**src/adm_pkg.sv**
```systemverilog
// Shared types and constants for the adjacency matrix depth-first walk block.
// No dependencies; every other file of the block imports this package.
`default_nettype none

package adm_pkg;

   // Default graph size and fixed field widths
   localparam int DEF_MAX_VERTICES = 16;
   localparam int VERTEX_W         = 4;
   localparam int COUNT_W          = 5;
   localparam int KIND_W           = 2;

   // Request codes
   typedef enum logic {
      REQ_LOAD = 1'b0,
      REQ_WALK = 1'b1
   } req_kind_type;

   // Result codes
   typedef enum logic [KIND_W-1:0] {
      KIND_ACCEPT = 2'd0,
      KIND_REJECT = 2'd1,
      KIND_VISIT  = 2'd2
   } rsp_kind_type;

   // Sequencer states
   typedef enum logic [1:0] {
      S_IDLE,
      S_LOAD,
      S_ROOT,
      S_SCAN
   } state_type;

   // Sequencer to graph store
   typedef struct packed {
      logic                wr_edge;
      logic [VERTEX_W-1:0] wr_from;
      logic [VERTEX_W-1:0] wr_to;
      logic                clr_marks;
      logic                set_mark;
      logic [VERTEX_W-1:0] row_sel;
      logic [VERTEX_W-1:0] col_sel;
   } graph_ctrl_type;

   // Graph store to sequencer
   typedef struct packed {
      logic hit;    // edge row_sel->col_sel present and col_sel unvisited
      logic seen;   // col_sel already visited
   } graph_stat_type;

endpackage

`default_nettype wire

```
**src/adm_graph.sv**
```systemverilog
// Adjacency bit matrix and visited marks, with the single-bit probe unit.
// Depends on adm_pkg for the control and status structs.
`default_nettype none

module adm_graph
   import adm_pkg::*;
#(
   parameter int MAX_VERTICES = DEF_MAX_VERTICES
) (
   input  wire logic           clock,
   input  wire logic           reset,
   input  wire graph_ctrl_type ctrl,
   output graph_stat_type      stat
);
   localparam int VL = (MAX_VERTICES < 16) ? MAX_VERTICES : 16;
   localparam int IW = $clog2(VL);

   logic [VL-1:0] rows_ff [VL];
   logic [VL-1:0] rows_in [VL];
   logic [VL-1:0] marks_ff;
   logic [VL-1:0] marks_in;

   logic [IW-1:0] row_idx;
   logic [IW-1:0] col_idx;

   assign row_idx = ctrl.row_sel[IW-1:0];
   assign col_idx = ctrl.col_sel[IW-1:0];

   // Probe one matrix bit against the visited marks
   always_comb begin
      stat.seen = marks_ff[col_idx];
      stat.hit  = rows_ff[row_idx][col_idx] & ~marks_ff[col_idx];
   end

   // Store an edge
   always_comb begin
      rows_in = rows_ff;
      if (ctrl.wr_edge) begin
         rows_in[ctrl.wr_from[IW-1:0]][ctrl.wr_to[IW-1:0]] = 1'b1;
      end
   end

   // Clear or set visited marks
   always_comb begin
      marks_in = marks_ff;
      if (ctrl.clr_marks) begin
         marks_in = '0;
      end else if (ctrl.set_mark) begin
         marks_in[col_idx] = 1'b1;
      end
   end

   always_ff @(posedge clock) begin
      if (reset) begin
         for (int r = 0; r < VL; r++) begin
            rows_ff[r] <= '0;
         end
         marks_ff <= '0;
      end else begin
         rows_ff  <= rows_in;
         marks_ff <= marks_in;
      end
   end

endmodule

`default_nettype wire

```
**config.mk**
```make
export PLATFORM = sky130hd
export DESIGN_NAME = adm_graph
export DESIGN_NICKNAME = d
export VERILOG_FILES = /design/src/adm_pkg.sv /design/src/adm_graph.sv
export SDC_FILE = /design/constraint.sdc
export NUM_CORES = 1
export LEC_CHECK = 0
export ABC_AREA = 0
export ABC_CLOCK_PERIOD_IN_PS = 2800
export BUFFER_PORTS_ARGS = -buffer_cell sky130_fd_sc_hd__buf_2
export CORE_ASPECT_RATIO = 1.2
export CORE_MARGIN = 2
export CORE_UTILIZATION = 45
export CTS_CLUSTER_SIZE = 30
export DETAILED_ROUTE_END_ITERATION = 6
export PLACE_DENSITY = 0.71
export SYNTH_ARGS = -nofsm -noshare
export SYNTH_HDL_FRONTEND = slang
export SYNTH_SLANG_ARGS = --single-unit
```
**constraint.sdc**
```tcl
create_clock -name clock -period 2.8 [get_ports clock]
set_input_delay 0.42 -clock clock [delete_from_list [all_inputs] [get_ports clock]]
set_output_delay 0.42 -clock clock [all_outputs]
set_load 0.05 [all_outputs]
```
# After elaboration in Yosys (flattened, before gate mapping)
# Cells that the tools add are included.
[totals] elab_cells=47 register_bits=272
[classes] n_lt_le_gt_ge=7 n_mux=13 n_bitwise=6 reduce_logical=4
[ops] operator="256-bit bitwise OR" n=1
[ops] operator="16-bit binary-select mux with 4-bit select" n=1
[ops] operator="16-bit demux with 4-bit select" n=1
[ops] operator="16-bit two-way mux" n=3
[ops] operator="16-bit bitwise OR" n=1
[ops] operator="5-bit >= comparator (second input constant)" n=2
[ops] operator="4-bit by 5-bit < comparator with 1-bit output (second input constant)" n=2
[ops] operator="4-bit inverter with 5-bit output" n=2
[ops] operator="1-bit binary-select mux with 4-bit select" n=2
[ops] operator="1-bit demux with 4-bit select" n=2
[ops] operator="4-bit by 1-bit >= comparator with 1-bit output (second input constant)" n=2
[ops] operator="5-bit by 1-bit < comparator with 1-bit output (second input constant)" n=1
[ops] operator="1-bit two-way mux" n=4
[ops] operator="1-bit logical AND" n=3
[ops] operator="2-bit OR reduction" n=1
[ops] operator="1-bit AND" n=1
[ops] operator="1-bit inverter" n=1

# Logic depth before layout (Yosys ltp)
# Gate-level depths: netlist of the first run.
[depth] depth_word=7 ltp_mapped=9 ltp_nobuf=6

# Least setup slack after synthesis of the first run
# OpenSTA, ideal clock, no wires.
[synth_timing] path_type="input to output" startpoint="input ctrl[0] in the netlist's numbering" endpoint="output stat[1] in the netlist's numbering" path_buffers=1 stages=4 slack_ns=-0.256 t_required_ns=2.380 arrival_time_ns=2.636 cell_sequence="buf_2 > mux4_2 > mux4_2 > a31oi_1"
[synth_lines] item="start, declared" line_no="adm_graph.sv:12" source="input wire graph_ctrl_type ctrl,"
[synth_lines] item="end, declared" line_no="adm_graph.sv:13" source="output graph_stat_type stat"

==> results.json, run 1 <==
{
  "synth_seq_cells": 272,
  "num_antenna_cells": 0,
  "p_total_mw": 7.86,
  "reg2reg_to": "rows_ff[239]",
  "hold_viol": 0,
  "clkTransAtPathRegs_ps": 60,
  "ir_drop_mv": 0.296,
  "final_nets": 1194,
  "cp-start-kind": "register",
  "power.density_nw_per_um2": 630,
  "track_usage": 0.235,
  "cpMostUsedCell": "a31oi_2",
  "cp_data_required_time_ps": 2380,
  "period_share": 1.03,
  "setup_viol": 1,
  "failed_checks": "negative setup slack",
  "die-width_um": 146,
  "grt_first_pass_wirelength_um": 47600,
  "final_area_um2": 12500,
  "drt-pass1-iter-count": 5,
  "wl_per_cell_um": 20.2,
  "yosysWarnings": 0,
  "cts_tree": "yes",
  "synth.distinct_cells": 46,
  "finClkSkew_ps": 0,
  "place_congestion": 0.979,
  "rows": 62,
  "die_y_um": 175,
  "clk_root_buffer_cell": "clkbuf_16",
  "clock_path_buffers": 3,
  "synthCells": 1161,
  "path_cells": "mux4_2 > or4b_1 > o21ai_1 > nor3_1 > a31oi_2 > a31oi_2 > buf_6",
  "reg2reg_depth": 2,
  "drc": 0,
  "drive_above_1_share": 0.167,
  "hold_class": "input pin to register",
  "ff2ff_setup_slack_ps": 2130,
  "crit_arrival_ps": 2470,
  "cts.sinks": 272,
  "ys_dominant_reg_cell": "dfxtp_1",
  "htreeDepth": 1,
  "fin_crit_ps": 2890,
  "ant_nets": 0,
  "path_buf_inv": 1,
  "holdPathStages": 2,
  "clkLatencyLatePin_ps": 530,
  "max_stage_delay_ps": 460,
  "hpwl_um": 20400,
  "async_reset_ff_frac": 0,
  "criticalPathCategory": "register to output port",
  "ios": 23,
  "drt_iter0_markers": 773,
  "viasPerCell": 5.91,
  "overflow": 0,
  "fmax_ghz": 0.346,
  "syn2layout_area_growth_pct": 14.0,
  "grt_pass1_vias": 8647,
  "place_area_um2": 11600,
  "antenna_found_initial": 0,
  "power.leakage_nw": 4.68,
  "cts_hold_buffers": 0,
  "grt_max_degree": 107,
  "netlist_area_um2": 10900,
  "worst_slack_ps": -87.3,
  "endpoint_kind": "output port",
  "syn_nets": 1182,
  "worst_pin_slew_ps": 855,
  "maxCapViolCount": 0,
  "min_to": "rows_ff[18]",
  "status": "finished with violations",
  "worstHoldStart": "reset",
  "slew_violations": 0,
  "r2r-start": "rows_ff[239]",
  "syn_area_per_cell_um2": 9.43,
  "design.die.area_um2": 25600,
  "drt_wl_total_um": 30400,
  "critPathSlowestCell": "or4b_1",
  "crit_family": "simple AND/OR/NAND/NOR gates",
  "slew_headroom": 0.430,
  "routed-via-count": 8912,
  "start_util": 0.458,
  "synth_edf_count": 0,
  "cts_made_buffers": 26,
  "worstPathMaxFanout": 2,
  "grt_setup_unrepaired": "true",
  "core_area_um2": 23900,
  "io_buffer_count": 22,
  "yosysSeqAreaShare": 0.497
}
## cell families (layout without fill, tap and decap cells)
| family | count (synthesis) | after routing | synth area share |
|---|---|---|---|
| mux | 82 | 82 | 0.150 |
| compound gates | 316 | 316 | 0.154 |
| flops | 272 | 272 | 0.497 |
| buf+inv | 104 | 132 | 0.0442 |
| simple gates | 387 | 387 | 0.154 |
## sequential cells by signal, indices dropped and copies added, names as in the netlist
register / flops
rows_ff: 256
marks_ff: 16
## cells in the final DEF, fill, tap and decap left out, types with 3 or more instances in the layout
master        n
nor3_1        4
mux2i_1      20
clkinvlp_4    3
nand2_1      10
buf_4        55
a21oi_1     270
mux4_2       45
nand2b_1      8
o22ai_1       4
and2_1        5
buf_6         3
mux4_1       16
nor2_2        4
nand3_1       9
nor2_1      297
nor2b_1       5
and3_1        3
clkinv_2      6
clkbuf_16    27
a221oi_1      4
a31oi_1       7
buf_12        9
a22oi_1      11
buf_2        18
o21ai_0       5
dfxtp_1     271
and2_0       21
a211oi_1      4
clkbuf_8      4
nor3_2        8
## power by group
group,switching [mW],total [mW],internal [mW]
registers,0.00543,3.88,3.88
clock network,1.47,3.50,2.04
logic,0.315,0.474,0.159
total,1.79,7.86,6.07
## cell type report
type | count | area (µm²)
fill | 2138 | 11400
multi-input combinational | 785 | 5050
timing repair buffer | 85 | 717
inverter | 3 | 11.3
clock buffer | 33 | 738
clock inverter | 11 | 113
tap | 320 | 400
sequential | 272 | 5450
## routing by layer
layer	routed length [µm]	global-route usage
met1	12200	0.297
met2	14600	0.399
met3	2240	0.0313
met4	1390	0.111
met5	0	0
## worst register-to-register path, delay by kind of cell, from the launching register on
kind	cells	cell delay, ps
flip-flops	1	320
AO/OA/AOI/OAI	1	160
AND/OR/NAND/NOR	1	70
## cells in the mapped netlist, types with 2 or more instances
master	count	share of area
nor2_1	297	0.10
dfxtp_1	272	0.50
a21oi_1	270	0.12
clkbuf_1	78	0.027
mux4_2	45	0.093
and2_0	21	0.012
mux2i_1	20	0.018
mux4_1	16	0.038
a22oi_1	13	0.0089
buf_2	10	0.0046
nand2_1	10	0.0034
a31oi_1	9	0.0051
nand3_1	9	0.0041
nand2b_1	8	0.0046
nor3_1	6	0.0027
nor3_2	6	0.0055
o21ai_0	6	0.0027
and2_1	5	0.0029
buf_4	5	0.0034
nor2b_1	5	0.0029
a211oi_1	4	0.0027
a221oi_1	4	0.0032
buf_6	4	0.0041
nor2_2	4	0.0023
o22ai_1	4	0.0023
and3_1	3	0.0017
buf_1	2	0.00069
buf_12	2	0.0037
inv_1	2	0.00069
nand3b_1	2	0.0014
nor4_1	2	0.0011
o211ai_1	2	0.0014
or2_2	2	0.0011
## metrics by stage
step           hold slack [ps]  TNS [ps]   util  std cells  setup slack, ps
2_1_floorplan              428         0      -       1161             22.6
3_3_place_gp               438      -190  0.486       1465             -190
3_5_place_dp               450      -164  0.486       1465             -164
4_1_cts                    214      -120  0.522       1509             -120
5_1_grt                    223      -149  0.522       1509             -149
6_report                   229     -87.3  0.522       1509            -87.3
## worst max path at each step
stage / start / end / cells past startpoint
2_1_floorplan: ctrl[0] / stat[1] / 4
3_3_place_gp: ctrl[4] / stat[1] / 9
3_5_place_dp: ctrl[4] / stat[1] / 9
4_1_cts: rows_ff[242] / stat[1] / 7
5_1_grt: rows_ff[194] / stat[1] / 7
6_report: rows_ff[242] / stat[1] / 7
## timing repair
item	4_1_cts	5_1_grt
resized for setup	6	2
setup buffers	0	0
pin swaps	2	0
setup endpoints to repair	1	1
(Power assumes the default switching activity.)
==> run 2: changes to the inputs <==
REMOVE_ABC_BUFFERS = 1   (was unset)
==> results.json, run 2 (same netlist as run 1, synthesis figures left out) <==
{
  "layout_commonest_cell": "nor2_1",
  "final_nets": 1202,
  "largest_reg_flops": 256,
  "viasPerCell": 5.81,
  "max_stage_delay_ps": 570,
  "hpwl_um": 20300,
  "dp_cells": 1472,
  "clock_path_buffers": 3,
  "final_cell_mix": "nor2_1, dfxtp_1, a21oi_1, buf_4, mux4_2",
  "antenna_found_initial": 1,
  "setup_tns_ps": -148,
  "power.density_nw_per_um2": 620,
  "cp-start-kind": "input pin",
  "cp_data_required_time_ps": 2380,
  "crit_family": "buffers and inverters",
  "path_cells": "buf_4 > buf_12 > mux4_1 > a22oi_1 > nand3_1 > and4_1 > a31oi_1 > a31oi_1 > buf_4",
  "clk_root_buffer_cell": "clkbuf_16",
  "crit_arrival_ps": 2530,
  "cts_tree": "yes",
  "worstPathMaxFanout": 9,
  "track_usage": 0.235,
  "place_congestion": 0.957,
  "finClkSkew_ps": 0,
  "hold_class": "input pin to register",
  "power.leakage_nw": 4.70,
  "syn2layout_area_growth_pct": 13.7,
  "setup_viol": 1,
  "drc": 0,
  "endpoint_kind": "output port",
  "largestRegisters": "rows_ff x256, marks_ff x16",
  "slew_headroom": 0.455,
  "grt_max_degree": 76,
  "wl_per_cell_um": 20.2,
  "grt_pass1_vias": 8599,
  "maxCapViolCount": 0,
  "critPathSlowestCell": "mux4_1",
  "slew_violations": 0,
  "drt_wl_total_um": 30700,
  "post_cts_buffers": 0,
  "fin_crit_ps": 2950,
  "fmax_ghz": 0.339,
  "clkLatencyLatePin_ps": 520,
  "num_antenna_cells": 0,
  "cts_hold_buffers": 0,
  "stdcell_count": 1519,
  "io_buffer_count": 22,
  "nFillCells": 2172,
  "die-width_um": 146,
  "worst_slack_ps": -148,
  "path_buf_inv": 3,
  "design.die.area_um2": 25600,
  "core_area_um2": 23900,
  "grt_first_pass_wirelength_um": 47800,
  "overflow": 0,
  "routed-via-count": 8821,
  "status": "finished with violations",
  "ios": 23,
  "ir_drop_mv": 0.273,
  "cts.sinks": 272,
  "drt-pass1-iter-count": 5,
  "cts_made_buffers": 27,
  "die_y_um": 175,
  "drt_iter0_markers": 927,
  "clkTransAtPathRegs_ps": 60,
  "ant_nets": 0,
  "rows": 62,
  "start_util": 0.458,
  "drive_above_1_share": 0.170,
  "htreeDepth": 1,
  "criticalPathCategory": "input pin to output port",
  "hold_viol": 0,
  "failed_checks": "negative setup slack",
  "period_share": 1.05,
  "top_register": "rows_ff",
  "worst_pin_slew_ps": 817,
  "grt_setup_unrepaired": "true"
}
-- run 2: cell count changes in the layout (fill, tap and decap cells not counted), moves of 2 or more --
cell        before  now
buf_12           9    6
bufinv_16        2    0
clkinvlp_4       3    1
a31oi_1          7    9
a31oi_2          2    0
buf_4           55   66
clkinv_2         6    8
clkbuf_1         2    6
-- run 2: worst reg2reg max path: stages (launching register included) --
cell and delay, ps:
dfxtp_2 340, a31oi_1 150, nor2_1 50
-- run 2: area by class of cell --
type | count | area, µm² | area share
Sequential cell | 272 | 5450 | 0.438
Multi-Input combinational cell | 785 | 5050 | 0.406
Clock buffer | 37 | 753 | 0.0605
Timing Repair Buffer | 92 | 728 | 0.0585
Tap cell | 320 | 400 | 0.0322
Clock inverter | 10 | 58.8 | 0.00472
Inverter | 3 | 11.3 | 0.000905
-- run 2: power breakdown --
| part | internal, mW | switching (mW) |
|---|---|---|
| Sequential | 3.88 | 0.00534 |
| Combinational | 0.155 | 0.317 |
| Clock | 1.88 | 1.49 |
-- run 2: worst paths after layout --
kind | to | slack, ps | start | cells after the start
min reg2reg | rows_ff[42] | 460 | rows_ff[42] | 2
max | stat[1] | -150 | ctrl[4] | 9
min | marks_ff[12] | 350 | ctrl[3] | 3
max reg2reg | rows_ff[242] | 2140 | rows_ff[242] | 2
-- run 2: through the flow --
step	cell area (µm²)	utilization	setup slack, ps	total power, mW	hold WS (ps)
after floorplan	10500	-	-22.7	4.14	428
after global placement	11600	0.486	-177	4.43	438
after detailed placement	11600	0.486	-169	4.43	447
after CTS	12400	0.520	-143	7.74	321
after global routing	12400	0.521	-217	7.94	346
final	12400	0.521	-148	7.72	347
-- run 2: routing by layer --
| layer | vias to the layer above | routed length, µm | GRT usage |
|---|---|---|---|
| met4 | 2 | 1160 | 0.0910 |
| met3 | 80 | 2150 | 0.0444 |
| li1 | 4104 | - | - |
| met1 | 4256 | 12900 | 0.302 |
| met2 | 379 | 14500 | 0.393 |
| met5 | - | 11 | 0 |
-- run 2: repair_timing --
action	in CTS	in global routing
gates resized for setup	4	4
gates cloned	0	0
setup endpoints to repair	1	1
pin swaps	2	2
==> run 3: changes to the inputs <==
RECOVER_POWER = 50   (was unset)
==> results.json, run 3 (same netlist as run 1, synthesis figures left out) <==
{
  "die-width_um": 146,
  "top_register": "rows_ff",
  "fin_crit_ps": 2980,
  "rows": 62,
  "cp-start-kind": "input pin",
  "worstPathMaxFanout": 9,
  "setup_viol": 1,
  "hold_class": "input pin to register",
  "cts.sinks": 272,
  "place_congestion": 0.957,
  "crit_arrival_ps": 2560,
  "largest_reg_flops": 256,
  "viasPerCell": 5.85,
  "power.density_nw_per_um2": 622,
  "status": "finished with violations",
  "track_usage": 0.235,
  "grt_first_pass_wirelength_um": 47800,
  "start_util": 0.458,
  "worst_pin_slew_ps": 1680,
  "ir_drop_mv": 0.273,
  "fmax_ghz": 0.335,
  "hpwl_um": 20300,
  "clkTransAtPathRegs_ps": 60,
  "use_met2": 0.393,
  "cts_made_buffers": 27,
  "whs_ps": 333,
  "use_met1": 0.302,
  "grt_setup_unrepaired": "true",
  "layout_commonest_cell": "nor2_1",
  "design.die.area_um2": 25600,
  "drt_wl_total_um": 30500,
  "syn2layout_area_growth_pct": 13.2,
  "cts_hold_buffers": 0,
  "num_antenna_cells": 0,
  "wl_per_cell_um": 20.1,
  "clkLatencyLatePin_ps": 520,
  "power.leakage_nw": 4.66,
  "period_share": 1.07,
  "ios": 23,
  "largestRegisters": "rows_ff x256, marks_ff x16",
  "slew_headroom": -0.120,
  "io_buffer_count": 22,
  "grt_busiest_layer": "met2",
  "clk_root_buffer_cell": "clkbuf_16",
  "final_nets": 1202,
  "ant_nets": 0,
  "worst_slack_ps": -182,
  "die_y_um": 175,
  "htreeDepth": 1,
  "endpoint_kind": "output port",
  "antenna_found_initial": 1,
  "dp_cells": 1472,
  "failed_checks": "max-capacitance violations, max-slew violations, negative setup slack",
  "drt-pass1-iter-count": 5,
  "drt_iter0_markers": 929,
  "cp_data_required_time_ps": 2380,
  "hold_viol": 0,
  "drive_above_1_share": 0.163,
  "cts_tree": "yes",
  "drc": 0,
  "overflow": 0,
  "criticalPathCategory": "input pin to output port",
  "stdcell_count": 1519,
  "final_cell_mix": "nor2_1, dfxtp_1, a21oi_1, buf_4, mux4_2",
  "p_total_mw": 7.70,
  "fin_util": 0.519,
  "finClkSkew_ps": 0,
  "grt_pass1_vias": 8599,
  "routed-via-count": 8888,
  "maxCapViolCount": 1,
  "grt_max_degree": 76,
  "core_area_um2": 23900,
  "use_met3": 0.0444,
  "clock_path_buffers": 3,
  "setup_tns_ps": -182,
  "slew_violations": 76
}
-- run 3: cell types whose count changed in the layout (fill, tap and decap cells not counted), sizes merged --
cell / before / now
clkbuf: 37 / 48
buf: 92 / 81
-- run 3: repair_timing --
item	4_1_cts	5_1_grt
gates cloned	0	0
endpoints found under the setup margin	1	1
endpoints found under the hold margin	0	0
gates resized for setup	4	4
buffers inserted	0	0
pin swaps	2	2
-- run 3: path summary, 6_finish.rpt --
kind / endpoint / slack, ps / cells after the start / startpoint
min: marks_ff[12] / 330 / 3 / ctrl[3]
max reg2reg: rows_ff[111] / 2100 / 2 / rows_ff[111]
min reg2reg: rows_ff[104] / 460 / 2 / rows_ff[104]
max: stat[1] / -180 / 9 / ctrl[4]
-- run 3: final cells by class --
cell class / count / area, µm²
Tap cell: 320 / 400
Sequential cell: 272 / 5450
Timing Repair Buffer: 92 / 681
Clock inverter: 10 / 58.8
Inverter: 3 / 11.3
Multi-Input combinational cell: 785 / 5040
Clock buffer: 37 / 753
Fill cell: 2178 / 11500
-- run 3: routing by layer --
layer  wire length, µm  part of all wire
met1             12400              0.41
met2             14500              0.47
met3              2360             0.077
met4              1260             0.041
met5                11           0.00036
-- run 3: where the power goes --
group / switching (mW) / leakage (nW) / internal [mW]
clock: 1.48 / 0.406 / 1.88
combinational: 0.316 / 2.06 / 0.148
sequential: 0.00527 / 2.19 / 3.88
total: 1.80 / 4.66 / 5.91
-- run 3: critical path, stage by stage --
cell	delay (ps)
buf_4	220
buf_12	170
mux4_1	570
a22oi_1	210
nand3_1	100
and4_1	240
a31oi_1	210
a31oi_1	170
buf_4	220
-- run 3: stage by stage --
step	setup slack, ps	area (µm²)
2_1_floorplan	-22.7	10500
3_3_place_gp	-177	11600
3_5_place_dp	-169	11600
4_1_cts	-143	12400
5_1_grt	-217	12400
6_report	-182	12400
